--- config.mk ---
export PLATFORM = sky130hd
export DESIGN_NAME = lpc_interrupt_controller_top
export DESIGN_NICKNAME = d
export VERILOG_FILES = /design/src/rtl/lic_pkg.sv /design/src/rtl/lic_in_stage.sv /design/src/rtl/lic_core.sv /design/src/rtl/lic_out_stage.sv /design/src/rtl/lpc_interrupt_controller_top.sv
export SDC_FILE = /design/constraint.sdc
export NUM_CORES = 1
export LEC_CHECK = 0
export BUFFER_PORTS_ARGS = -buffer_cell sky130_fd_sc_hd__buf_2
export CORE_UTILIZATION = 36
export DETAILED_ROUTE_END_ITERATION = 7
export HOLD_SLACK_MARGIN = 0.02
export PLACE_DENSITY = 0.52
export SYNTH_ARGS = -nofsm -noshare
export SYNTH_HDL_FRONTEND = slang
export SYNTH_SLANG_ARGS = --single-unit
--- constraint.sdc ---
create_clock -name clk -period 8.1 [get_ports clk]
set_input_delay 1.62 -clock clk [delete_from_list [all_inputs] [get_ports clk]]
set_output_delay 1.62 -clock clk [all_outputs]
set_load 0.03 [all_outputs]
--- src/rtl/lic_pkg.sv ---
// Shared types and constants for the interrupt controller.
package lic_pkg;

  localparam int SOURCES_DEF = 16;
  localparam int DATA_W = 32;
  localparam int GLOBAL_EN_BIT = 31;

  typedef enum logic [1:0] {
    CMD_SAMPLE = 2'd0,
    CMD_READ   = 2'd1,
    CMD_WRITE  = 2'd2
  } cmd_t;

  typedef logic [2:0] reg_sel_t;

  localparam reg_sel_t REG_CONTROL  = 3'd0;
  localparam reg_sel_t REG_ENABLE   = 3'd1;
  localparam reg_sel_t REG_STATUS   = 3'd2;
  localparam reg_sel_t REG_CLEAR    = 3'd3;
  localparam reg_sel_t REG_POLARITY = 3'd4;

  typedef struct packed {
    cmd_t     cmd;
    reg_sel_t offset;
  } acc_t;

endpackage

--- src/rtl/lic_in_stage.sv ---
// Input register stage that holds one request until the core consumes it.
module lic_in_stage #(
  parameter int SOURCES = lic_pkg::SOURCES_DEF
) (
  input  logic                      clk,
  input  logic                      rst_n,
  input  logic                      in_valid,
  output logic                      in_stall,
  input  lic_pkg::acc_t             in_acc,
  input  logic [lic_pkg::DATA_W-1:0] in_wdata,
  input  logic [SOURCES-1:0]        in_levels,
  input  logic                      take_ok,
  output logic                      adv,
  output lic_pkg::acc_t             s1_acc,
  output logic [lic_pkg::DATA_W-1:0] s1_wdata,
  output logic [SOURCES-1:0]        s1_levels
);

  logic                       valid_r;
  lic_pkg::acc_t              acc_r;
  logic [lic_pkg::DATA_W-1:0] wdata_r;
  logic [SOURCES-1:0]         levels_r;
  logic                       load;

  assign adv      = valid_r && take_ok;
  assign in_stall = valid_r && !take_ok;
  assign load     = in_valid && !in_stall;

  always_ff @(posedge clk) begin
    if (!rst_n) begin
      valid_r <= 1'b0;
    end else if (load) begin
      valid_r <= 1'b1;
    end else if (adv) begin
      valid_r <= 1'b0;
    end
  end

  always_ff @(posedge clk) begin
    if (load) begin
      acc_r    <= in_acc;
      wdata_r  <= in_wdata;
      levels_r <= in_levels;
    end
  end

  assign s1_acc    = acc_r;
  assign s1_wdata  = wdata_r;
  assign s1_levels = levels_r;

endmodule

--- src/rtl/lic_core.sv ---
// Register file, bus access and source sampling for one request.
module lic_core #(
  parameter int SOURCES = lic_pkg::SOURCES_DEF
) (
  input  logic                       clk,
  input  logic                       rst_n,
  input  logic                       adv,
  input  lic_pkg::acc_t              acc,
  input  logic [lic_pkg::DATA_W-1:0] wdata,
  input  logic [SOURCES-1:0]         levels,
  output logic [lic_pkg::DATA_W-1:0] rdata_nxt,
  output logic [SOURCES-1:0]         pending_nxt,
  output logic                       irq_nxt
);

  logic [lic_pkg::DATA_W-1:0] control_r, control_nxt;
  logic [SOURCES-1:0]         enable_r, enable_nxt;
  logic [SOURCES-1:0]         status_r, status_nxt;
  logic [SOURCES-1:0]         polarity_r, polarity_nxt;
  logic [SOURCES-1:0]         cleared;
  logic                       is_wr;

  assign is_wr = (acc.cmd == lic_pkg::CMD_WRITE);

  always_comb begin
    rdata_nxt = '0;
    if (acc.cmd == lic_pkg::CMD_READ) begin
      unique case (acc.offset)
        lic_pkg::REG_CONTROL:  rdata_nxt = control_r;
        lic_pkg::REG_ENABLE:   rdata_nxt[SOURCES-1:0] = enable_r;
        lic_pkg::REG_STATUS:   rdata_nxt[SOURCES-1:0] = status_r;
        lic_pkg::REG_POLARITY: rdata_nxt[SOURCES-1:0] = polarity_r;
        default:               rdata_nxt = '0;
      endcase
    end
  end

  always_comb begin
    control_nxt  = control_r;
    enable_nxt   = enable_r;
    polarity_nxt = polarity_r;
    cleared      = status_r;
    if (is_wr) begin
      unique case (acc.offset)
        lic_pkg::REG_CONTROL:  control_nxt = wdata;
        lic_pkg::REG_ENABLE:   enable_nxt = wdata[SOURCES-1:0];
        lic_pkg::REG_CLEAR:    cleared = status_r & ~wdata[SOURCES-1:0];
        lic_pkg::REG_POLARITY: polarity_nxt = wdata[SOURCES-1:0];
        default:               cleared = status_r;
      endcase
    end
    status_nxt  = cleared | ~(levels ^ polarity_nxt);
    pending_nxt = status_nxt & enable_nxt;
    irq_nxt     = control_nxt[lic_pkg::GLOBAL_EN_BIT] && (pending_nxt != '0);
  end

  always_ff @(posedge clk) begin
    if (!rst_n) begin
      control_r  <= '0;
      enable_r   <= '0;
      status_r   <= '0;
      polarity_r <= '0;
    end else if (adv) begin
      control_r  <= control_nxt;
      enable_r   <= enable_nxt;
      status_r   <= status_nxt;
      polarity_r <= polarity_nxt;
    end
  end

`ifndef SYNTHESIS
  a_pol_write: assert property (@(posedge clk) disable iff (!rst_n)
    adv && is_wr && acc.offset == lic_pkg::REG_POLARITY
    |=> polarity_r == $past(wdata[SOURCES-1:0]))
    else $error("polarity write not taken");

  a_status_sticky: assert property (@(posedge clk) disable iff (!rst_n)
    adv && !(is_wr && acc.offset == lic_pkg::REG_CLEAR)
    |=> (status_r & $past(status_r)) == $past(status_r))
    else $error("status bit lost without a clear");

  a_idle_hold: assert property (@(posedge clk) disable iff (!rst_n)
    !adv |=> $stable(control_r) && $stable(status_r) && $stable(enable_r))
    else $error("state changed without a request");
`endif

endmodule

--- src/rtl/lic_out_stage.sv ---
// Result register that holds one finished result until it is taken.
module lic_out_stage #(
  parameter int SOURCES = lic_pkg::SOURCES_DEF
) (
  input  logic                       clk,
  input  logic                       rst_n,
  input  logic                       adv,
  input  logic [lic_pkg::DATA_W-1:0] rdata_nxt,
  input  logic [SOURCES-1:0]         pending_nxt,
  input  logic                       irq_nxt,
  output logic                       take_ok,
  output logic                       out_valid,
  input  logic                       out_stall,
  output logic [lic_pkg::DATA_W-1:0] out_read_data,
  output logic [SOURCES-1:0]         out_pending_bits,
  output logic                       out_irq_out
);

  logic                       valid_r;
  logic [lic_pkg::DATA_W-1:0] rdata_r;
  logic [SOURCES-1:0]         pending_r;
  logic                       irq_r;

  assign take_ok = !valid_r || !out_stall;

  always_ff @(posedge clk) begin
    if (!rst_n) begin
      valid_r <= 1'b0;
    end else if (take_ok) begin
      valid_r <= adv;
    end
  end

  always_ff @(posedge clk) begin
    if (adv) begin
      rdata_r   <= rdata_nxt;
      pending_r <= pending_nxt;
      irq_r     <= irq_nxt;
    end
  end

  assign out_valid        = valid_r;
  assign out_read_data    = rdata_r;
  assign out_pending_bits = pending_r;
  assign out_irq_out      = irq_r;

`ifndef SYNTHESIS
  a_no_overwrite: assert property (@(posedge clk) disable iff (!rst_n)
    valid_r && out_stall |-> !adv)
    else $error("held result overwritten");

  a_adv_lands: assert property (@(posedge clk) disable iff (!rst_n)
    adv |=> valid_r)
    else $error("result dropped");

  a_irq_pending: assert property (@(posedge clk) disable iff (!rst_n)
    valid_r && irq_r |-> pending_r != '0)
    else $error("interrupt without pending source");
`endif

endmodule

--- src/rtl/lpc_interrupt_controller_top.sv ---
// Top level of the interrupt controller with mask, status and polarity.
// Each request is a sample of the source lines, optionally with one register
// read or write; it is captured in an input register, served and sampled
// against the register file, and its result lands in an output register.
// One request is taken every clock cycle unless the output stalls, and a
// stalled result holds the pipeline.
module lpc_interrupt_controller_top #(
  parameter int SOURCES = lic_pkg::SOURCES_DEF
) (
  input  logic                       clk,
  input  logic                       rst_n,
  input  logic                       in_valid,
  output logic                       in_stall,
  input  logic [1:0]                 in_command,
  input  logic [2:0]                 in_reg_offset,
  input  logic [lic_pkg::DATA_W-1:0] in_write_data,
  input  logic [SOURCES-1:0]         in_source_levels,
  output logic                       out_valid,
  input  logic                       out_stall,
  output logic [lic_pkg::DATA_W-1:0] out_read_data,
  output logic [SOURCES-1:0]         out_pending_bits,
  output logic                       out_irq_out
);

  lic_pkg::acc_t              in_acc;
  lic_pkg::acc_t              s1_acc;
  logic [lic_pkg::DATA_W-1:0] s1_wdata;
  logic [SOURCES-1:0]         s1_levels;
  logic                       take_ok;
  logic                       adv;
  logic [lic_pkg::DATA_W-1:0] rdata_nxt;
  logic [SOURCES-1:0]         pending_nxt;
  logic                       irq_nxt;

  assign in_acc.cmd    = lic_pkg::cmd_t'(in_command);
  assign in_acc.offset = in_reg_offset;

  lic_in_stage #(.SOURCES(SOURCES)) u_in (
    .clk       (clk),
    .rst_n     (rst_n),
    .in_valid  (in_valid),
    .in_stall  (in_stall),
    .in_acc    (in_acc),
    .in_wdata  (in_write_data),
    .in_levels (in_source_levels),
    .take_ok   (take_ok),
    .adv       (adv),
    .s1_acc    (s1_acc),
    .s1_wdata  (s1_wdata),
    .s1_levels (s1_levels)
  );

  lic_core #(.SOURCES(SOURCES)) u_core (
    .clk         (clk),
    .rst_n       (rst_n),
    .adv         (adv),
    .acc         (s1_acc),
    .wdata       (s1_wdata),
    .levels      (s1_levels),
    .rdata_nxt   (rdata_nxt),
    .pending_nxt (pending_nxt),
    .irq_nxt     (irq_nxt)
  );

  lic_out_stage #(.SOURCES(SOURCES)) u_out (
    .clk              (clk),
    .rst_n            (rst_n),
    .adv              (adv),
    .rdata_nxt        (rdata_nxt),
    .pending_nxt      (pending_nxt),
    .irq_nxt          (irq_nxt),
    .take_ok          (take_ok),
    .out_valid        (out_valid),
    .out_stall        (out_stall),
    .out_read_data    (out_read_data),
    .out_pending_bits (out_pending_bits),
    .out_irq_out      (out_irq_out)
  );

endmodule
== Word-level counts from Yosys, hierarchy flattened ==
Cells that the tools add are included.

* Register bits after elaboration: 184
* Output and inout bits: 51
* Logic and storage cells: 52

* Equality and inequality tests: 6
* Muxes and demuxes: 11
* Bitwise logic cells: 6
* Reductions and logical operators: 14

{| class="wikitable"
|+ Operators by type and width
! operator !! count
|-
| two-way mux 16 bit || 6
|-
| two-way mux 32 bit || 2
|-
| one-hot mux 16 bit (4 select lines) || 1
|-
| bitwise AND 16 bit || 2
|-
| inverter 16 bit || 2
|-
| OR 16 bit || 1
|-
| nonzero test 16 bit || 1
|-
| bitwise XOR 16 bit || 1
|-
| equality test 3 x 2 -> 1 bit (second input constant) || 2
|-
| logical AND 1 bit || 4
|-
| zero test 1 bit || 4
|-
| equality test 3 x 1 -> 1 bit (second input constant) || 1
|-
| equality test 3 bit (second input constant) || 1
|-
| zero test 3 bit || 1
|-
| AND reduction 3 bit || 1
|-
| equality test 2 x 1 -> 1 bit (second input constant) || 1
|-
| equality test 2 bit (second input constant) || 1
|-
| two-way mux 1 bit || 2
|-
| AND reduction 2 bit || 1
|-
| nonzero test 2 bit || 1
|-
| logical OR 1 bit || 1
|}

== Depth between registers and ports, before layout ==
* Depth after elaboration: 9
* Depth in mapped cells: 10
* Depth with buffers taken out: 7

== Hierarchy ==
From an unflattened synthesis, not the netlist that was laid out.

* Cell total of the unflattened synthesis: 689
* Area total of the unflattened synthesis: 7573.5 um2

{| class="wikitable"
|+ Modules (own cells, without submodules)
! module !! instances !! cells each !! area an instance (um2) !! sequential area each (um2)
|-
| lic_core || 1 || 578 || 4421.7 || 1601.5
|-
| lic_in_stage || 1 || 58 || 1645.3 || 1611.5
|-
| lic_out_stage || 1 || 53 || 1506.4 || 1491.4
|}

== Least setup slack after synthesis ==
No wires, ideal clock.

* Kind: input port to flip-flop
* From: input port out_stall
* To: register u_in.acc_r, in the netlist u_in.s1_acc[0], enable pin
* Arrival time: 4.316 ns
* Data required time: 7.631 ns
* Path slack: 3.315 ns
* Stages: 2
* Path through: and3_1 nor2b_1

* Cells in the longest elaborated chain, start to end: 6

{| class="wikitable"
|+ RTL lines
! what !! line !! RTL
|-
| start, declared || lpc_interrupt_controller_top.sv:19 || <nowiki>input logic out_stall,</nowiki>
|-
| zero test 1 bit || lic_out_stage.sv:24 || <nowiki>assign take_ok = !valid_r || !out_stall;</nowiki>
|-
| logical OR 1 bit || lic_out_stage.sv:24 ||
|-
| zero test 1 bit || lic_in_stage.sv:26 || <nowiki>assign in_stall = valid_r && !take_ok;</nowiki>
|-
| logical AND 1 bit || lic_in_stage.sv:26 ||
|-
| zero test 1 bit || lic_in_stage.sv:27 || <nowiki>assign load = in_valid && !in_stall;</nowiki>
|-
| logical AND 1 bit || lic_in_stage.sv:27 ||
|-
| via u_in.load || lic_in_stage.sv:23 || <nowiki>logic load;</nowiki>
|-
| end signal, assigned || lic_in_stage.sv:41 || <nowiki>acc_r <= in_acc;</nowiki>
|-
| end, declared || lic_in_stage.sv:20 || <nowiki>lic_pkg::acc_t acc_r;</nowiki>
|}

The timed path passes the listed nets, and every way through them passes these cells.
A chain may end at the register's enable or synchronous reset.

== Final worst setup path ==
* From: register u_in.acc_r, in the netlist u_in.s1_acc[0]
* To: register u_out.irq_r, in the netlist u_out.out_irq_out, data pin

* Cells in the longest elaborated chain, start to end: 9

{| class="wikitable"
|+ RTL lines
! what !! line !! RTL
|-
| equality test 3 bit || lic_core.sv:44 || <nowiki>unique case (acc.offset)</nowiki>
|-
| two-way mux 16 bit || lic_core.sv:44 ||
|-
| two-way mux 16 bit || lic_core.sv:43 || <nowiki>if (is_wr) begin</nowiki>
|-
| bitwise XOR 16 bit || lic_core.sv:52 || <nowiki>status_nxt = cleared | ~(levels ^ polarity_nxt);</nowiki>
|-
| inverter 16 bit || lic_core.sv:52 ||
|-
| OR 16 bit || lic_core.sv:52 ||
|-
| bitwise AND 16 bit (*) || lic_core.sv:53 || <nowiki>pending_nxt = status_nxt & enable_nxt;</nowiki>
|-
| via pending_nxt[14] || lpc_interrupt_controller_top.sv:32 || <nowiki>logic [SOURCES-1:0] pending_nxt;</nowiki>
|-
| nonzero test 16 bit (*) || lic_core.sv:54 || <nowiki>irq_nxt = control_nxt[lic_pkg::GLOBAL_EN_BIT] && (pending_nxt != '0);</nowiki>
|-
| logical AND 1 bit (*) || lic_core.sv:54 ||
|-
| via irq_nxt || lpc_interrupt_controller_top.sv:33 || <nowiki>logic irq_nxt;</nowiki>
|-
| end signal, assigned || lic_out_stage.sv:38 || <nowiki>irq_r <= irq_nxt;</nowiki>
|-
| end, declared || lic_out_stage.sv:22 || <nowiki>logic irq_r;</nowiki>
|}

Mark *: on every way through the listed nets, which the timed path passes. The rest lies on a longest branch.

==> flow_metrics.env <==
export IMPL_synthCells=701
export IMPL_clockBufferDepth=2
export IMPL_path_cells="nor3b_4, buf_4, nand2_2, mux2i_1, a21oi_1, or4_1, nor4b_2, a31oi_1"
export IMPL_die_area_um2=21600
export IMPL_wire_per_inst_um=18.7
export IMPL_gp_congestion=0.795
export IMPL_clock_fmax_mhz=263
export IMPL_rows=52
export IMPL_p_per_area_nw_per_um2=224
export IMPL_finalSetupTns_ns=0
export IMPL_worstPathRequired_ns=8.25
export IMPL_numCtsBuffers=17
export IMPL_hold_viol=0
export IMPL_ios=108
export IMPL_drt_antenna_violating_nets=0
export IMPL_relSlewSlack_pct=30.2
export IMPL_initial_core_util_pct=37.0
export IMPL_die_h_um=147
export IMPL_worst_pin_slew_ns=1.04
export IMPL_cap_violations=0
export IMPL_drive_gt1_share_pct=21.5
export IMPL_synth_seq_cells=184
export IMPL_synth_top_area_cell="edfxtp_1"
export IMPL_grt_pass1_wl_um=31500
export IMPL_initialDrtViolationCount=574
export IMPL_critPathMaxStageDelay_ns=0.88
export IMPL_post_cts_setup_buffer_count=0
export IMPL_h_tree_depth=4
export IMPL_layout_common_cells="139 x nand2_1, 107 x buf_2, 102 x edfxtp_1"
export IMPL_met1_usage_pct=24.9
export IMPL_synth_edff_count=102
export IMPL_yosysWarnings=0
export IMPL_worst_path_max_delay_cell="edfxtp_1"
export IMPL_p_leak_nw=3.23
export IMPL_clockRootBuffer="clkbuf_16"
export IMPL_clkTransAtPathRegs_ns=0.07
export IMPL_synthTopCellsByArea="edfxtp_1 40%, dfxtp_1 22%, nand2_1 6.9%"
export IMPL_async_flop_share_pct=0
export IMPL_end_kind="register"
export IMPL_skew_ns=0.00874
export IMPL_place_inst=1042
export IMPL_synthesis_nets=758
export IMPL_hp_class="reg2reg"
export IMPL_diodes=0
export IMPL_fillerInstances=1931
export IMPL_switching_power_uw=522
export IMPL_cts_resized=0
export IMPL_clkLatencyLatePin_ns=0.44
export IMPL_synth_cell_types=48
export IMPL_nets=848
export IMPL_clock_sinks=184
export IMPL_final_cell_count_no_fill=1074
export IMPL_grtUsageTotal_pct=19.2
export IMPL_cp_top_family="simple AND/OR/NAND/NOR gates"
export IMPL_antenna_found_initial=1
export IMPL_comb_power_share_pct=6.6
export IMPL_holdWs_ns=0.451
export IMPL_vdd_drop_max_v=0.000133
export IMPL_slew_violations=0
export IMPL_clock_power_share_pct=41.2
export IMPL_synth_area_um2=7560
export IMPL_grt_use_met2_pct=31.4
export IMPL_grt_ovfl_total=0
export IMPL_critical_path_max_fanout=25
export IMPL_dp_final_hpwl_um=12100
export IMPL_p_seq_share_pct=52.3
export IMPL_ff_latch_area_um2=4700
export IMPL_status="complete, no violations"
export IMPL_vias_per_cell=5.48
export IMPL_grt_util_met3_pct=4.53
export IMPL_cp_arrival_ns=3.95
export IMPL_seq_area_frac_synth_pct=62.2
export IMPL_period_share_pct=47.0
export IMPL_core_um2=20400
export IMPL_grt_pass1_vias=5897
export IMPL_grt_busiest_layer="met2"
export IMPL_synth_avg_cell_area_um2=10.8
export IMPL_path_class="reg2reg"
export IMPL_start_kind="register"
export IMPL_area_growth_syn_to_layout_pct=18.1
export IMPL_critPathBufInv=1
export IMPL_grt_max_degree=84
export IMPL_hold_buffers=0
export IMPL_chipWidth_um=147
export IMPL_grt_setup_unrepaired="no"
export IMPL_p_sw_share_pct=26.1
export IMPL_multi_input_area_um2=2650
export IMPL_p_int_mw=1.48
export IMPL_setup_viol=0
export IMPL_finalCriticalPeriod_ns=3.80
export IMPL_synth_main_ff_cell="edfxtp_1"
export IMPL_layout_commonest_cell="nand2_1"
export IMPL_tritoncts="built"
export IMPL_yosysTopAreaCellShare_pct=40.5
export IMPL_drt_total_wl_um=20100
export IMPL_portBuffers=107
export IMPL_vias=5885
export IMPL_drc_errors=0
export IMPL_first_pass_iters=8
cell usage after synthesis, types with 2 or more instances:
library cell and count:
o21ai_0 7, a22o_1 23, nor2b_1 2, clkbuf_1 37, a222oi_1 16, buf_1 2, buf_4 2, mux2_1 5
and2_1 16, o21bai_1 2, edfxtp_1 102, inv_1 9, a21bo_2 6, buf_2 2, o41ai_1 6, nor2_1 62
nor3_1 3, nor4_1 2, nand3_1 15, dfxtp_1 82, mux2_2 4, nand2b_1 6, a211oi_1 14, a21oi_1 82
mux2i_1 10, a221oi_1 8, nand2_1 139, a311oi_1 9, a31oi_1 8, buf_6 2
stage by stage:
stage               worst slack, ns  power (mW)  area, um^2  utilization (%)
floorplan                      3.32        1.15        7560                -
finish                         4.30        2.00        8930             43.7
detailed placement             3.91        1.20        8330             40.8
global route                   4.10        2.07        8930             43.7
CTS                            4.30        2.03        8930             43.7
global placement               4.02        1.19        8330             40.8
path summary, 6_finish.rpt:
path                   startpoint              endpoint  slack (ns)  cells past startpoint
max                u_in.s1_acc[0]     u_out.out_irq_out        4.30                      8
min reg2reg  u_core.control_r[16]  u_core.control_r[16]        0.45                      2
min          u_core.control_r[16]  u_core.control_r[16]        0.45                      2
max reg2reg        u_in.s1_acc[0]     u_out.out_irq_out        4.30                      8
kinds of logic after synthesis:
kind of cell	synth area share, %
flip-flops	62.2
AND/OR/NAND/NOR	15.4
multiplexers	2.66
XOR/XNOR	0.116
buffers and inverters	3.11
AO/OA/AOI/OAI	16.4
adder cells (fa/ha/maj)	0.132
cell type report:
class | count | area share (%)
inverter | 11 | 0.462
clock inverter | 15 | 1.97
timing repair buffer | 116 | 6.75
tap | 270 | 3.78
clock buffer | 17 | 4.76
multi-input combinational | 461 | 29.6
sequential | 184 | 52.7
routing by layer:
metal	share of wire [%]	vias up
met1	44	2819
met2	47	295
met5	0.065	-
met3	7.9	26
met4	1.2	2
li1	-	2743
state kept, by name, summed over array words and instances (netlist names):
register / cells
u_core.control_r: 32
u_in.s1_wdata: 32
u_out.out_read_data: 32
u_core.enable_r: 16
u_core.polarity_r: 16
u_core.status_r: 16
u_in.s1_levels: 16
u_out.out_pending_bits: 16
u_in.s1_acc: 5
u_in.valid_r: 1
u_out.out_irq_out: 1
u_out.out_valid: 1
worst reg2reg max path, delay by kind of cell (launching register included):
kind / cells / cell delay [ns]
AO/OA/AOI/OAI: 2 / 0.24
buffers and inverters: 1 / 0.36
flip-flops: 1 / 0.88
multiplexers: 1 / 0.33
AND/OR/NAND/NOR: 4 / 1.71
power groups by stage:
stage               combinational (mW)  clock, mW  sequential (mW)
floorplan                       0.0680          0             1.08
detailed placement               0.131          0             1.07
global placement                 0.126          0             1.07
CTS                              0.131      0.849             1.05
global route                     0.141      0.883             1.05
finish                           0.131      0.824             1.05
Note: power is estimated with default switching activity, not from simulation.
